### src/sv/bsm_pkg.sv
// Shared constants, codes and types of the bytecode stack machine.
`default_nettype none

package bsm_pkg;

    localparam int STACK_DEPTH = 64;
    localparam int STACK_AW    = $clog2(STACK_DEPTH);
    localparam int SP_W        = $clog2(STACK_DEPTH + 1);

    localparam int LOCAL_SLOTS = 256;
    localparam int LOCAL_AW    = $clog2(LOCAL_SLOTS);

    localparam int QUEUE_DEPTH = 4;
    localparam int QUEUE_AW    = $clog2(QUEUE_DEPTH);
    localparam int QCNT_W      = $clog2(QUEUE_DEPTH + 1);

    localparam logic [7:0] OPC_PUSH  = 8'h01;
    localparam logic [7:0] OPC_ADD   = 8'h02;
    localparam logic [7:0] OPC_STORE = 8'h10;
    localparam logic [7:0] OPC_LOAD  = 8'h11;
    localparam logic [7:0] OPC_RET   = 8'h21;

    localparam logic [2:0] ST_OK         = 3'd0;
    localparam logic [2:0] ST_BAD_OPCODE = 3'd1;
    localparam logic [2:0] ST_UNDERFLOW  = 3'd2;
    localparam logic [2:0] ST_OVERFLOW   = 3'd3;
    localparam logic [2:0] ST_BAD_INDEX  = 3'd4;

    localparam logic CFG_LOCAL_COUNT = 1'b0;
    localparam logic [8:0] LOCAL_COUNT_RESET = 9'd256;

    typedef enum logic [2:0] {
        OP_PUSH,
        OP_ADD,
        OP_STORE,
        OP_LOAD,
        OP_RET,
        OP_BAD
    } op_t;

    typedef struct packed {
        op_t         op;
        logic [63:0] operand;
    } instr_t;

    typedef struct packed {
        logic valid;
        logic full;
    } q_stat_t;

endpackage

`default_nettype wire

### src/sv/bsm_front.sv
// Front end: takes code bytes, gathers operands and issues decoded instructions.
`default_nettype none

module bsm_front (
    input  wire logic            aclk,
    input  wire logic            aresetn,
    input  wire logic            s_tvalid,
    output logic                 s_tready,
    input  wire logic [7:0]      s_tdata,
    input  wire bsm_pkg::q_stat_t q_stat,
    output logic                 push,
    output bsm_pkg::instr_t      push_instr
);
    import bsm_pkg::*;

    op_t         opc_reg, opc_next;
    logic [3:0]  left_reg, left_next;
    logic [63:0] acc_reg, acc_next;
    logic        accept;
    logic        emit;
    logic [3:0]  total;
    logic [2:0]  pos;
    logic [63:0] acc_ins;

    assign s_tready = !q_stat.full;
    assign accept   = s_tvalid && s_tready;
    assign total    = (opc_reg == OP_PUSH) ? 4'd8 : 4'd2;
    assign pos      = 3'(total - left_reg);
    assign acc_ins  = acc_reg | ({56'b0, s_tdata} << {pos, 3'b000});

    always_comb begin
        opc_next   = opc_reg;
        left_next  = left_reg;
        acc_next   = acc_reg;
        emit       = 1'b0;
        push_instr = '{op: OP_BAD, operand: '0};
        if (accept) begin
            if (left_reg == 4'd0) begin
                unique case (s_tdata)
                    OPC_PUSH: begin
                        opc_next  = OP_PUSH;
                        left_next = 4'd8;
                        acc_next  = '0;
                    end
                    OPC_STORE: begin
                        opc_next  = OP_STORE;
                        left_next = 4'd2;
                        acc_next  = '0;
                    end
                    OPC_LOAD: begin
                        opc_next  = OP_LOAD;
                        left_next = 4'd2;
                        acc_next  = '0;
                    end
                    OPC_ADD: begin
                        emit       = 1'b1;
                        push_instr = '{op: OP_ADD, operand: '0};
                    end
                    OPC_RET: begin
                        emit       = 1'b1;
                        push_instr = '{op: OP_RET, operand: '0};
                    end
                    default: begin
                        emit       = 1'b1;
                        push_instr = '{op: OP_BAD, operand: '0};
                    end
                endcase
            end else begin
                acc_next  = acc_ins;
                left_next = left_reg - 4'd1;
                if (left_reg == 4'd1) begin
                    emit       = 1'b1;
                    push_instr = '{op: opc_reg, operand: acc_ins};
                    acc_next   = '0;
                end
            end
        end
    end

    assign push = accept && emit;

    always_ff @(posedge aclk) begin
        if (!aresetn) begin
            opc_reg  <= OP_BAD;
            left_reg <= 4'd0;
            acc_reg  <= '0;
        end else begin
            opc_reg  <= opc_next;
            left_reg <= left_next;
            acc_reg  <= acc_next;
        end
    end

endmodule

`default_nettype wire

### config.mk
export PLATFORM = sky130hd
export DESIGN_NAME = bsm_front
export DESIGN_NICKNAME = d
export VERILOG_FILES = /design/src/sv/bsm_pkg.sv /design/src/sv/bsm_front.sv
export SDC_FILE = /design/constraint.sdc
export NUM_CORES = 1
export LEC_CHECK = 0
export ABC_AREA = 1
export BUFFER_PORTS_ARGS = -buffer_cell sky130_fd_sc_hd__buf_2
export CAP_MARGIN = 10
export CORE_ASPECT_RATIO = 0.5
export CORE_UTILIZATION = 45
export DETAILED_ROUTE_END_ITERATION = 7
export PLACE_DENSITY_LB_ADDON = 0.2
export SKIP_LAST_GASP = 1
export SLEW_MARGIN = 20
export SYNTH_ARGS = -nofsm -noshare
export SYNTH_HDL_FRONTEND = slang
export SYNTH_SLANG_ARGS = --single-unit
### constraint.sdc
create_clock -name aclk -period 2.5 [get_ports aclk]
set_input_delay 0.5 -clock aclk [delete_from_list [all_inputs] [get_ports aclk]]
set_output_delay 0.5 -clock aclk [all_outputs]
set_load 0.01 [all_outputs]
==> summary.md <==
| Metric | Value |
|---|---|
| Met3 Wirelength | 833 µm |
| Total gr overflow | 0 |
| Metal-1 WL | 6230 µm |
| Residual DRC | 0 |
| Die Wd | 145 µm |
| Mapped Avg Cell Area | 6.01 µm² |
| FF-to-FF setup slack | 80 ps |
| DRT iter0 DRCs | 423 |
| Origin of the critical flop-to-flop path | opc_reg[0] |
| Vias/cell | 5.01 |
| # rows | 25 |
| Initial antenna violation count | 0 |
| Initial Utilization | 47.5% |
| Top-area cell type share of the netlist area | 30.9% |
| Hold wc startpoint | acc_reg[9] |
| DR vias | 4959 |
| Seq/Total Area, Yosys | 30.9% |
| CP startpoint kind | flop |
| Multi-input logic area | 2920 µm² |
| Post-synth EDFFs | 0 |
| LEAKAGE | 0.00254 µW |
| Final hold slack | 474 ps |
| Adder-cell share of the synthesized area | 0.980% |
| Worst-margin pin slew | 421 ps |
| Drt pass-1 iters | 5 |
| I/O Pins | 82 |
| Final core occ | 62.4% |
| Worst slew margin | 71.9% |
| Finished Layout Cells | 990 |
| Area contributors post-synth | dfxtp_1, nor2_1, nand2_1 |
| Maximum Capacitance Violations | 0 |
| Routed wire length | 13400 µm |
| Critical path's slowest cell | fa_1 |
| Minimum clock period | 2800 ps |
| Final worst slack | -304 ps |
| Final Max Slew Viols | 0 |
| Synth cell types | 24 |
| Placer congestion estimate | 0.884 |
| Fin nets | 866 |
| First-pass GRT wire length | 20800 µm |
| Critical Path Fanout Max | 7 |
| Hold Path Class | flop to flop |
| Met2 WL post-DR | 6020 µm |
| Die Span Y | 73.5 µm |
| I/O Buffers | 80 |
| Core ar. | 9670 µm² |
| Area Growth Syn to Fin | 31.4% |
| Critical Path AT | 2300 ps |
| Via count of the first global-routing pass | 4226 |
| Worst VDD drop | 0.000334 V |
| Routed Antenna Nets | 0 |
| Hold Path Depth | 2 |
| Post-Synthesis Cells | 764 |
| Design Power | 2770 µW |
| Most common library cells after synthesis | nor2_1, nand2_1, nand3_1 |
| Largest family of logic cells by synthesized area | simple AND/OR/NAND/NOR gates |
| TritonCTS clock tree | built |
| Worst r2r path cells | 14 |
| F_max | 357 MHz |
| Cell Pwr Density | 459 nW/µm² |
| Critical path's largest stage delay | 490 ps |
| Critical-path cell list | nor3_4 > fa_1 > inv_2 > buf_12 > nand3_4 > o21bai_1 > inv_1 > nor2_1 > buf_2 |
| GR Util All Layers | 25.6% |
| # fillers | 884 |
| Num CTS Buffers | 9 |
| Clock Sinks | 71 |
| Synth Area in XOR/XNOR | 0% |
| Clock buffer depth | 2 |
| CTS H-Tree Depth | 3 |
| Clk Latency, worst-skew pair | 350 ps |
| Final setup fails | 64 |
| Violated checks | setup timing |
| Crit Path Category | flop to primary output |
| Synth Warn # | 0 |
| Post-Syn Nets | 780 |
| Share of cells above drive strength 1 | 24.8% |
| CP endpoint kind | primary output |
| Worst path buffer plus inverter count | 4 |
| RSZ-0062 raised after global routing | yes |
| Clk slew on worst S/H paths | 50 ps |
| Synth Flop Type | dfxtp_1 |
| Largest net degree at the start of global routing | 72 |
| N_diodes | 0 |
| Dpl cells | 948 |
| CTS Root Cell | clkbuf_16 |
| Storage cell area | 1420 µm² |
| # hold bufs at CTS | 0 |
| Hold EP | acc_reg[9] |
| Max reg flops | 64 |
| Ys async rst share | 0% |
| R2r endpoint | acc_reg[55] |
| Final Hold Vio Count | 0 |
| Die Area | 10600 µm² |
| Post-Syn Area | 4590 µm² |
| Final Skew | 4.95 ps |
| Area leader, netlist | dfxtp_1 |
| Count leader, synth | nor2_1 |
| Status | complete, but fails checks |
| WL per Instance | 13.5 µm |
| Post-synthesis mux area share | 0% |
| Final clock period utilization by the worst path | 112% |
| Worst Path Required | 2000 ps |
| Place WS | 65.3 ps |
| Highest routed layer | met4 |
| CP top delay family | buffers and inverters |
| Simple-Gate Fraction of Synth Area | 42.2% |
| Compound-Gate Fraction of Synth Area | 11.9% |
| HPWL Detailed | 8310 µm |
| Register bit count reported by yosys | 71 |
## per-stage QoR
stage	TNS, ps	instance area, µm²
global route	-18270	6040
detailed placement	0	5100
global placement	0	5100
floorplan	0	4590
finish	-11280	6040
CTS	-9190	5600
## power breakdown
part | switching, µW | internal (µW) | total, µW | leakage (µW)
clock network | 499 | 779 | 1280 | 0.000145
logic | 214 | 121 | 335 | 0.00182
registers | 9.01 | 1150 | 1160 | 0.000572
## how the worst max path moves through the flow
| stage | from | end | slack [ps] | depth (start not counted) |
|---|---|---|---|---|
| finish | opc_reg[0] | push_instr[53] | -300 | 9 |
| global route | opc_reg[0] | push_instr[61] | -360 | 9 |
| CTS | opc_reg[2] | push_instr[39] | -190 | 8 |
| detailed placement | opc_reg[2] | push_instr[21] | 70 | 9 |
| global placement | opc_reg[2] | push_instr[51] | 70 | 9 |
| floorplan | opc_reg[2] | push_instr[30] | 90 | 9 |
## what timing repair did
item | CTS | global route
hold endpoints to repair | 0 | 0
endpoints found under the setup margin | 67 | 67
pin swaps | 53 | 44
gates resized for setup | 18 | 65
cloned | 0 | 1
setup buffers | 17 | 9
## cell usage in the layout, fill, tap and decap left out, types with 3 or more instances in the layout
master     Yosys  layout
a21oi_1        6       6
buf_12         0       6
buf_2         17      80
buf_4          0      36
buf_6         11       7
clkbuf_16      0      10
clkbuf_8       0       4
dfxtp_1       71      69
inv_1         84      74
inv_2          4      14
nand2_1      154     153
nand2_2        3       4
nand3_1      103      85
nand3_2        0       8
nand3_4        1      11
nor2_1       202     201
nor2_2         3       3
o21ai_0        3       3
o21bai_1      64      42
o21bai_2       0       6
o21bai_4       0      16
## area by class of cell
class	instances	area share [%]
clock inverter	2	0.207
multi-input combinational	550	48.4
inverter	88	5.47
timing repair buffer	130	14.8
sequential	71	23.6
tap	135	2.80
clock buffer	14	4.71
## cells by family (layout without fill, tap and decap cells)
family,after synthesis,in the layout
AND/OR/NAND/NOR,471,471
flip-flops,71,71
AO/OA/AOI/OAI,76,76
adder cells (fa/ha/maj),3,3
buffers and inverters,143,234
## worst register-to-register path: stages (launching register included)
cell      delay [ps]
dfxtp_2          330
nor3_4           210
fa_1             490
inv_2            150
buf_12           170
nand3_4          120
o21bai_4         210
buf_6            120
buf_4             90
buf_4             90
buf_4            100
nand2_2           50
nand3_2           70
nand2_1           60
nor2_1            90
## layer usage
layer	global-route usage [%]	up-vias
met4	9.82	0
met3	5.08	31
li1	-	2547
met2	41.3	158
met1	33.9	2223
met5	0	-
(Power assumes the default switching activity.)
