--- src/sv/bsm_pkg.sv ---
// Shared constants, codes and types of the bytecode stack machine.
`default_nettype none

package bsm_pkg;

    localparam int STACK_DEPTH = 64;
    localparam int STACK_AW    = $clog2(STACK_DEPTH);
    localparam int SP_W        = $clog2(STACK_DEPTH + 1);

    localparam int LOCAL_SLOTS = 256;
    localparam int LOCAL_AW    = $clog2(LOCAL_SLOTS);

    localparam int QUEUE_DEPTH = 4;
    localparam int QUEUE_AW    = $clog2(QUEUE_DEPTH);
    localparam int QCNT_W      = $clog2(QUEUE_DEPTH + 1);

    localparam logic [7:0] OPC_PUSH  = 8'h01;
    localparam logic [7:0] OPC_ADD   = 8'h02;
    localparam logic [7:0] OPC_STORE = 8'h10;
    localparam logic [7:0] OPC_LOAD  = 8'h11;
    localparam logic [7:0] OPC_RET   = 8'h21;

    localparam logic [2:0] ST_OK         = 3'd0;
    localparam logic [2:0] ST_BAD_OPCODE = 3'd1;
    localparam logic [2:0] ST_UNDERFLOW  = 3'd2;
    localparam logic [2:0] ST_OVERFLOW   = 3'd3;
    localparam logic [2:0] ST_BAD_INDEX  = 3'd4;

    localparam logic CFG_LOCAL_COUNT = 1'b0;
    localparam logic [8:0] LOCAL_COUNT_RESET = 9'd256;

    typedef enum logic [2:0] {
        OP_PUSH,
        OP_ADD,
        OP_STORE,
        OP_LOAD,
        OP_RET,
        OP_BAD
    } op_t;

    typedef struct packed {
        op_t         op;
        logic [63:0] operand;
    } instr_t;

    typedef struct packed {
        logic valid;
        logic full;
    } q_stat_t;

endpackage

`default_nettype wire

--- src/sv/bsm_queue.sv ---
// Short instruction queue between front and back end.
`default_nettype none

module bsm_queue (
    input  wire logic             aclk,
    input  wire logic             aresetn,
    input  wire logic             push,
    input  wire bsm_pkg::instr_t  push_instr,
    input  wire logic             pop,
    output bsm_pkg::q_stat_t      q_stat,
    output bsm_pkg::instr_t       head
);
    import bsm_pkg::*;

    instr_t              mem [QUEUE_DEPTH];
    logic [QUEUE_AW-1:0] wr_ptr_reg, rd_ptr_reg;
    logic [QCNT_W-1:0]   cnt_reg;

    assign q_stat.valid = (cnt_reg != '0);
    assign q_stat.full  = (cnt_reg == QCNT_W'(QUEUE_DEPTH));
    assign head         = mem[rd_ptr_reg];

    always_ff @(posedge aclk) begin
        if (push) begin
            mem[wr_ptr_reg] <= push_instr;
        end
    end

    always_ff @(posedge aclk) begin
        if (!aresetn) begin
            wr_ptr_reg <= '0;
            rd_ptr_reg <= '0;
            cnt_reg    <= '0;
        end else begin
            if (push) begin
                wr_ptr_reg <= wr_ptr_reg + QUEUE_AW'(1);
            end
            if (pop) begin
                rd_ptr_reg <= rd_ptr_reg + QUEUE_AW'(1);
            end
            unique case ({push, pop})
                2'b10:   cnt_reg <= cnt_reg + QCNT_W'(1);
                2'b01:   cnt_reg <= cnt_reg - QCNT_W'(1);
                default: cnt_reg <= cnt_reg;
            endcase
        end
    end

endmodule

`default_nettype wire

--- config.mk ---
export PLATFORM = sky130hd
export DESIGN_NAME = bsm_queue
export DESIGN_NICKNAME = d
export VERILOG_FILES = /design/src/sv/bsm_pkg.sv /design/src/sv/bsm_queue.sv
export SDC_FILE = /design/constraint.sdc
export NUM_CORES = 1
export LEC_CHECK = 0
export BUFFER_PORTS_ARGS = -buffer_cell sky130_fd_sc_hd__buf_2
export CORE_ASPECT_RATIO = 1.4
export CORE_MARGIN = 2
export CORE_UTILIZATION = 51
export CTS_CLUSTER_SIZE = 30
export DETAILED_ROUTE_END_ITERATION = 8
export GPL_ROUTABILITY_DRIVEN = 0
export GPL_TIMING_DRIVEN = 0
export PLACE_DENSITY = 0.75
export RECOVER_POWER = 100
export SYNTH_ARGS = -nofsm -noshare
export SYNTH_HDL_FRONTEND = slang
export SYNTH_SLANG_ARGS = --single-unit
--- constraint.sdc ---
create_clock -name aclk -period 3.2 [get_ports aclk]
set_input_delay 0.32 -clock aclk [delete_from_list [all_inputs] [get_ports aclk]]
set_output_delay 0.32 -clock aclk [all_outputs]
set_load 0.05 [all_outputs]
==> results of run 1 <==
==> what timing repair did <==
item                       in CTS  in global routing
hold buffers                    1                  0
setup buffers                   0                  0
hold endpoints to repair        2                  0
setup endpoints to repair       0                  0
==> per-layer routing <==
layer  up-vias  global-route usage  routed length (um)
li1       2022                   -                   -
met1      2366               0.204                6530
met2       130               0.303                9640
met3        35              0.0293                 894
met4         2              0.0529                 379
met5         -                   0                  13
==> per-stage QoR <==
step / instances / total power [W] / cell area [um2] / TNS [ns]
5_1_grt: 837 / 0.00860 / 12000 / 0
2_1_floorplan: 396 / 0.00518 / 10200 / 0
3_5_place_dp: 791 / 0.00551 / 11300 / 0
3_3_place_gp: 787 / 0.00547 / 11200 / -130.10
6_report: 837 / 0.00833 / 12000 / 0
4_1_cts: 837 / 0.00846 / 12100 / 0
==> critical path: stages, from the launching register on <==
cell	delay (ns)
dfxtp_1	0.39
buf_2	0.31
clkbuf_1	0.53
mux4_2	0.43
buf_2	0.23
==> kinds of logic (layout without fill, tap and decap cells) <==
kind of cell | count (synthesis) | count (layout) | share of synthesized area
AOI/OAI and AO/OA | 3 | 3 | 0.00173
xor gates and xnor gates | 5 | 5 | 0.00431
adders and majority gates | 6 | 6 | 0.00813
buffers and inverters | 21 | 210 | 0.0165
DFF | 277 | 277 | 0.810
muxes | 68 | 68 | 0.150
and+or+nand+nor | 16 | 16 | 0.00937
==> synth_stat cells <==
cell | n | area share
buf_12 | 4 | 0.0079
inv_1 | 6 | 0.0022
xnor2_1 | 2 | 0.0017
dfxtp_1 | 9 | 0.018
buf_2 | 4 | 0.0020
fa_1 | 1 | 0.0020
buf_4 | 3 | 0.0022
nor2b_1 | 1 | 0.00062
nand2_1 | 2 | 0.00074
mux2i_1 | 1 | 0.00099
xor2_1 | 3 | 0.0026
mux4_2 | 67 | 0.15
buf_6 | 1 | 0.0011
and2_1 | 10 | 0.0062
a21boi_0 | 1 | 0.00074
o21ai_0 | 2 | 0.00099
ha_1 | 5 | 0.0062
and3_1 | 1 | 0.00062
buf_1 | 3 | 0.0011
or3_1 | 2 | 0.0012
edfxtp_1 | 268 | 0.79
==> area by class of cell <==
type / instances / area [um2]
Sequential cell: 277 / 8230
Fill cell: 1416 / 7730
Multi-Input combinational cell: 98 / 1760
Clock buffer: 36 / 697
Timing Repair Buffer: 144 / 686
Tap cell: 252 / 315
Buffer: 15 / 141
Clock inverter: 9 / 118
Inverter: 6 / 22.5
==> how the worst max path moves through the flow <==
stage,to,cells past startpoint,startpoint
2_1_floorplan,mem[0][0]$_DFFE_PP_,3,wr_ptr_reg[0]$_SDFFE_PN0P_
3_3_place_gp,mem[1][32]$_DFFE_PP_,2,wr_ptr_reg[0]$_SDFFE_PN0P_
3_5_place_dp,head[48],4,register
4_1_cts,head[39],4,register
5_1_grt,head[48],4,register
6_report,head[39],4,register
==> where the power goes <==
part           leakage (nW)  total [W]  switching (W)  internal [W]
clock network         0.398    0.00295        0.00120       0.00175
logic                 0.872    0.00117       0.000822      0.000347
registers              2.54    0.00421      0.0000425       0.00416
total                  3.81    0.00833        0.00206       0.00626
==> flow_metrics.env, run 1 <==
export IMPL_fin_crit_sh=0.851
export IMPL_wl_per_cell_um=20.9
export IMPL_worstRegToRegCells=4
export IMPL_clk_latency_ns=0.51
export IMPL_hold_slack_ns=0.0630
export IMPL_die_area_um2=21100
export IMPL_overflow=0
export IMPL_status="complete, but fails checks"
export IMPL_cts_sinks=277
export IMPL_fp_dieW_um=123
export IMPL_setup_viol=0
export IMPL_dp_worst_setup_slack_ns=1.21
export IMPL_clk_pin_slew_ns=0.06
export IMPL_postSynthAreaPerCell_um2=25.6
export IMPL_grt_first_pass_wirelength_mm=26.7
export IMPL_ys_warn_count=0
export IMPL_hold_path_class="in -> reg"
export IMPL_post_route_util=0.608
export IMPL_worst_ep_arrival_time_ns=2.40
export IMPL_report_final_slew_viol_count=85
export IMPL_finalWorstSetupSlack_ns=0.476
export IMPL_vias=4555
export IMPL_ctsResizeCount=0
export IMPL_synthCells=396
export IMPL_syn_area_um2=10200
export IMPL_end_kind="output port"
export IMPL_track_usage=0.168
export IMPL_dr_pass1_iters=4
export IMPL_worst_path_max_fanout=10
export IMPL_ir_drop_mv=0.455
export IMPL_power_leakage_nw=3.81
export IMPL_grt_max_degree=44
export IMPL_grt_pass1_vias=5006
export IMPL_io_pins=140
export IMPL_cts_tree="built"
export IMPL_core_um2=19700
export IMPL_r2r_end="mem[0][31]$_DFFE_PP_"
export IMPL_fin_crit_ns=2.72
export IMPL_reg2reg_from="wr_ptr_reg[0]$_SDFFE_PN0P_"
export IMPL_vias_per_cell=5.44
export IMPL_largest_reg_flops=268
export IMPL_drive_gt1_frac=0.255
export IMPL_drt_iter0_drc=334
export IMPL_cts_root_buf="clkbuf_16"
export IMPL_ant_nets=0
export IMPL_final_common_cell="edfxtp_1"
export IMPL_rsz0062_at_grt="no"
export IMPL_r2r_setup_slack_ns=0.69
export IMPL_start_util=0.516
export IMPL_worstHoldStart="push_instr[42]"
export IMPL_relSlewSlack=-0.122
export IMPL_htree_levels=1
export IMPL_finClkSkew_ns=0.00655
export IMPL_io_buffers=139
export IMPL_syn_num_nets=473
export IMPL_yosysUniqueCellTypes=21
export IMPL_hold_viol=0
export IMPL_path_class="reg -> out"
export IMPL_tightest_slew_ns=1.68
export IMPL_power_density_nw_per_um2=696
export IMPL_mostFrequentLayoutCells="edfxtp_1 (268), clkbuf_1 (118), mux4_2 (67), buf_2 (36), clkbuf_16 (25)"
export IMPL_min_path_cells=1
export IMPL_row_count=61
export IMPL_drc_errors=0
export IMPL_violations="max-capacitance violations, max-slew violations"
export IMPL_maxCapViolCount=3
export IMPL_nets=644
export IMPL_synth_seq_area_share=0.810
export IMPL_holdPathEnd="mem[3][42]$_DFFE_PP_"
export IMPL_ys_ff_latch=277
export IMPL_clockBufferDepth=3
export IMPL_antenna_found_initial=1
export IMPL_routed_wl_mm=17.5
export IMPL_crit_required_ns=2.88
export IMPL_numCtsBuffers=25
export IMPL_start_kind="register"
export IMPL_fmax_mhz=367
export IMPL_syn2layout_area_growth_pct=17.8
export IMPL_dpl_hpwl_mm=11.1
export IMPL_die_h_um=171
export IMPL_n_antenna_cell=0
(Power assumes the default switching activity.)
==> run 2: changes to the inputs <==
--- a/config.mk
+++ b/config.mk
@@ -8,13 +8,14 @@
 export BUFFER_PORTS_ARGS = -buffer_cell sky130_fd_sc_hd__buf_2
 export CORE_ASPECT_RATIO = 1.4
 export CORE_MARGIN = 2
-export CORE_UTILIZATION = 51
+export CORE_UTILIZATION = 57
 export CTS_CLUSTER_SIZE = 30
 export DETAILED_ROUTE_END_ITERATION = 8
 export GPL_ROUTABILITY_DRIVEN = 0
 export GPL_TIMING_DRIVEN = 0
-export PLACE_DENSITY = 0.75
+export PLACE_DENSITY = 0.82
 export RECOVER_POWER = 100
+export SLEW_MARGIN = 20
 export SYNTH_ARGS = -nofsm -noshare
 export SYNTH_HDL_FRONTEND = slang
 export SYNTH_SLANG_ARGS = --single-unit
==> flow_metrics.env, run 2 (same netlist as run 1, synthesis figures left out) <==
export IMPL_fin_crit_sh=0.845
export IMPL_syn2layout_area_growth_pct=16.4
export IMPL_nets=642
export IMPL_cts_root_buf="clkbuf_16"
export IMPL_min_path_cells=1
export IMPL_setup_viol=0
export IMPL_core_um2=17400
export IMPL_tightest_slew_ns=1.87
export IMPL_place_area_um2=11200
export IMPL_ctsResizeCount=0
export IMPL_clockBufferDepth=3
export IMPL_clk_latency_ns=0.50
export IMPL_ant_nets=0
export IMPL_numCtsBuffers=24
export IMPL_wl_per_cell_um=21.5
export IMPL_grt_first_pass_wirelength_mm=27.0
export IMPL_grt_pass1_vias=4913
export IMPL_largest_reg_flops=268
export IMPL_hold_viol=0
export IMPL_report_final_slew_viol_count=102
export IMPL_fmax_mhz=370
export IMPL_worstHoldStart="push_instr[55]"
export IMPL_ir_drop_mv=0.451
export IMPL_start_kind="register"
export IMPL_finClkSkew_ns=0.00563
export IMPL_dpl_hpwl_mm=11.2
export IMPL_rsz0062_at_grt="no"
export IMPL_worstRegToRegCells=4
export IMPL_power_leakage_nw=3.75
export IMPL_hold_slack_ns=0.0715
export IMPL_antenna_found_initial=2
export IMPL_cts_tree="built"
export IMPL_relSlewSlack=-0.247
export IMPL_r2r_end="mem[2][13]$_DFFE_PP_"
export IMPL_violations="max-capacitance violations, max-slew violations"
export IMPL_path_class="reg -> out"
export IMPL_grt_max_degree=41
export IMPL_io_pins=140
export IMPL_mostFrequentLayoutCells="edfxtp_1 (268), clkbuf_1 (117), mux4_2 (67), buf_2 (36), clkbuf_16 (25)"
export IMPL_holdBufCountCts=0
export IMPL_reg2reg_from="wr_ptr_reg[0]$_SDFFE_PN0P_"
export IMPL_drc_errors=0
export IMPL_hold_path_class="in -> reg"
export IMPL_overflow=0
export IMPL_r2r_setup_slack_ns=0.55
export IMPL_fp_dieW_um=117
export IMPL_die_area_um2=18900
export IMPL_start_util=0.583
export IMPL_die_h_um=162
export IMPL_htree_levels=1
export IMPL_io_buffers=139
export IMPL_worst_path_max_fanout=10
export IMPL_holdPathEnd="mem[2][55]$_DFFE_PP_"
export IMPL_post_route_util=0.679
export IMPL_drt_iter0_drc=316
export IMPL_fin_crit_ns=2.70
export IMPL_track_usage=0.190
export IMPL_cts_setup_buffers=0
export IMPL_drive_gt1_frac=0.259
export IMPL_crit_required_ns=2.88
export IMPL_final_common_cell="edfxtp_1"
export IMPL_clk_pin_slew_ns=0.06
export IMPL_routed_wl_mm=17.6
export IMPL_vias=4560
export IMPL_row_count=57
export IMPL_power_density_nw_per_um2=681
export IMPL_vias_per_cell=5.56
export IMPL_dr_pass1_iters=4
export IMPL_maxCapViolCount=3
export IMPL_postLayoutCellArea_um2=11800
export IMPL_status="complete, but fails checks"
export IMPL_end_kind="output port"
export IMPL_cts_sinks=277
export IMPL_worst_ep_arrival_time_ns=2.38
[run 2: cell types whose count changed in the layout (fill, tap and decap cells not counted), sizes merged]
cell         delta
clkinvlp        +1
dlygate4sd3     -1
inv             -1
diode           +2
clkinv          +2
buf             -1
bufinv          -3
[run 2: worst max-delay path by stage]
stage,from,slack (ns),to
2_1_floorplan,wr_ptr_reg[0]$_SDFFE_PN0P_,0.65,mem[0][0]$_DFFE_PP_
3_3_place_gp,wr_ptr_reg[0]$_SDFFE_PN0P_,-0.46,mem[2][63]$_DFFE_PP_
3_5_place_dp,push,1.23,cnt_reg[2]$_SDFFE_PN0P_
4_1_cts,register,0.72,head[32]
5_1_grt,wr_ptr_reg[1]$_SDFFE_PN0P_,0.35,mem[1][50]$_DFFE_PP_
6_report,register,0.50,head[32]
[run 2: worst max-delay path: stages, from the launching register on]
cell and delay [ns]:
dfxtp_1 0.40, buf_2 0.27, clkbuf_1 0.53, mux4_2 0.45
buf_2 0.24
[run 2: layout make-up]
class,count,area [um2]
buffer,15,141
inverter,6,22.5
fill,1150,5580
clock buffer,35,693
timing repair buffer,143,631
clock inverter,8,45.0
antenna,2,5.00
sequential,277,8230
multi-input combinational,98,1760
tap,236,295
[run 2: layer usage]
metal | GRT usage | wire, um | vias up
met3 | 0.0325 | 825 | 28
li1 | - | - | 2024
met1 | 0.238 | 6530 | 2377
met5 | 0 | 13 | -
met2 | 0.338 | 9880 | 129
met4 | 0.0567 | 350 | 2
[run 2: metrics by stage]
step	std cells	setup WS, ns	power [W]	setup TNS, ns
after floorplan	396	0.655	0.00518	0
after global placement	771	-0.462	0.00546	-113.93
after detailed placement	775	1.23	0.00550	0
after CTS	818	0.724	0.00816	0
after global routing	818	0.347	0.00831	0
final	820	0.497	0.00805	0
[run 2: where the power goes]
part           total [W]  switching (W)  internal [W]
combinational    0.00117       0.000825      0.000341
sequential       0.00421      0.0000424       0.00417
clock            0.00267        0.00117       0.00150
total            0.00805        0.00204       0.00601
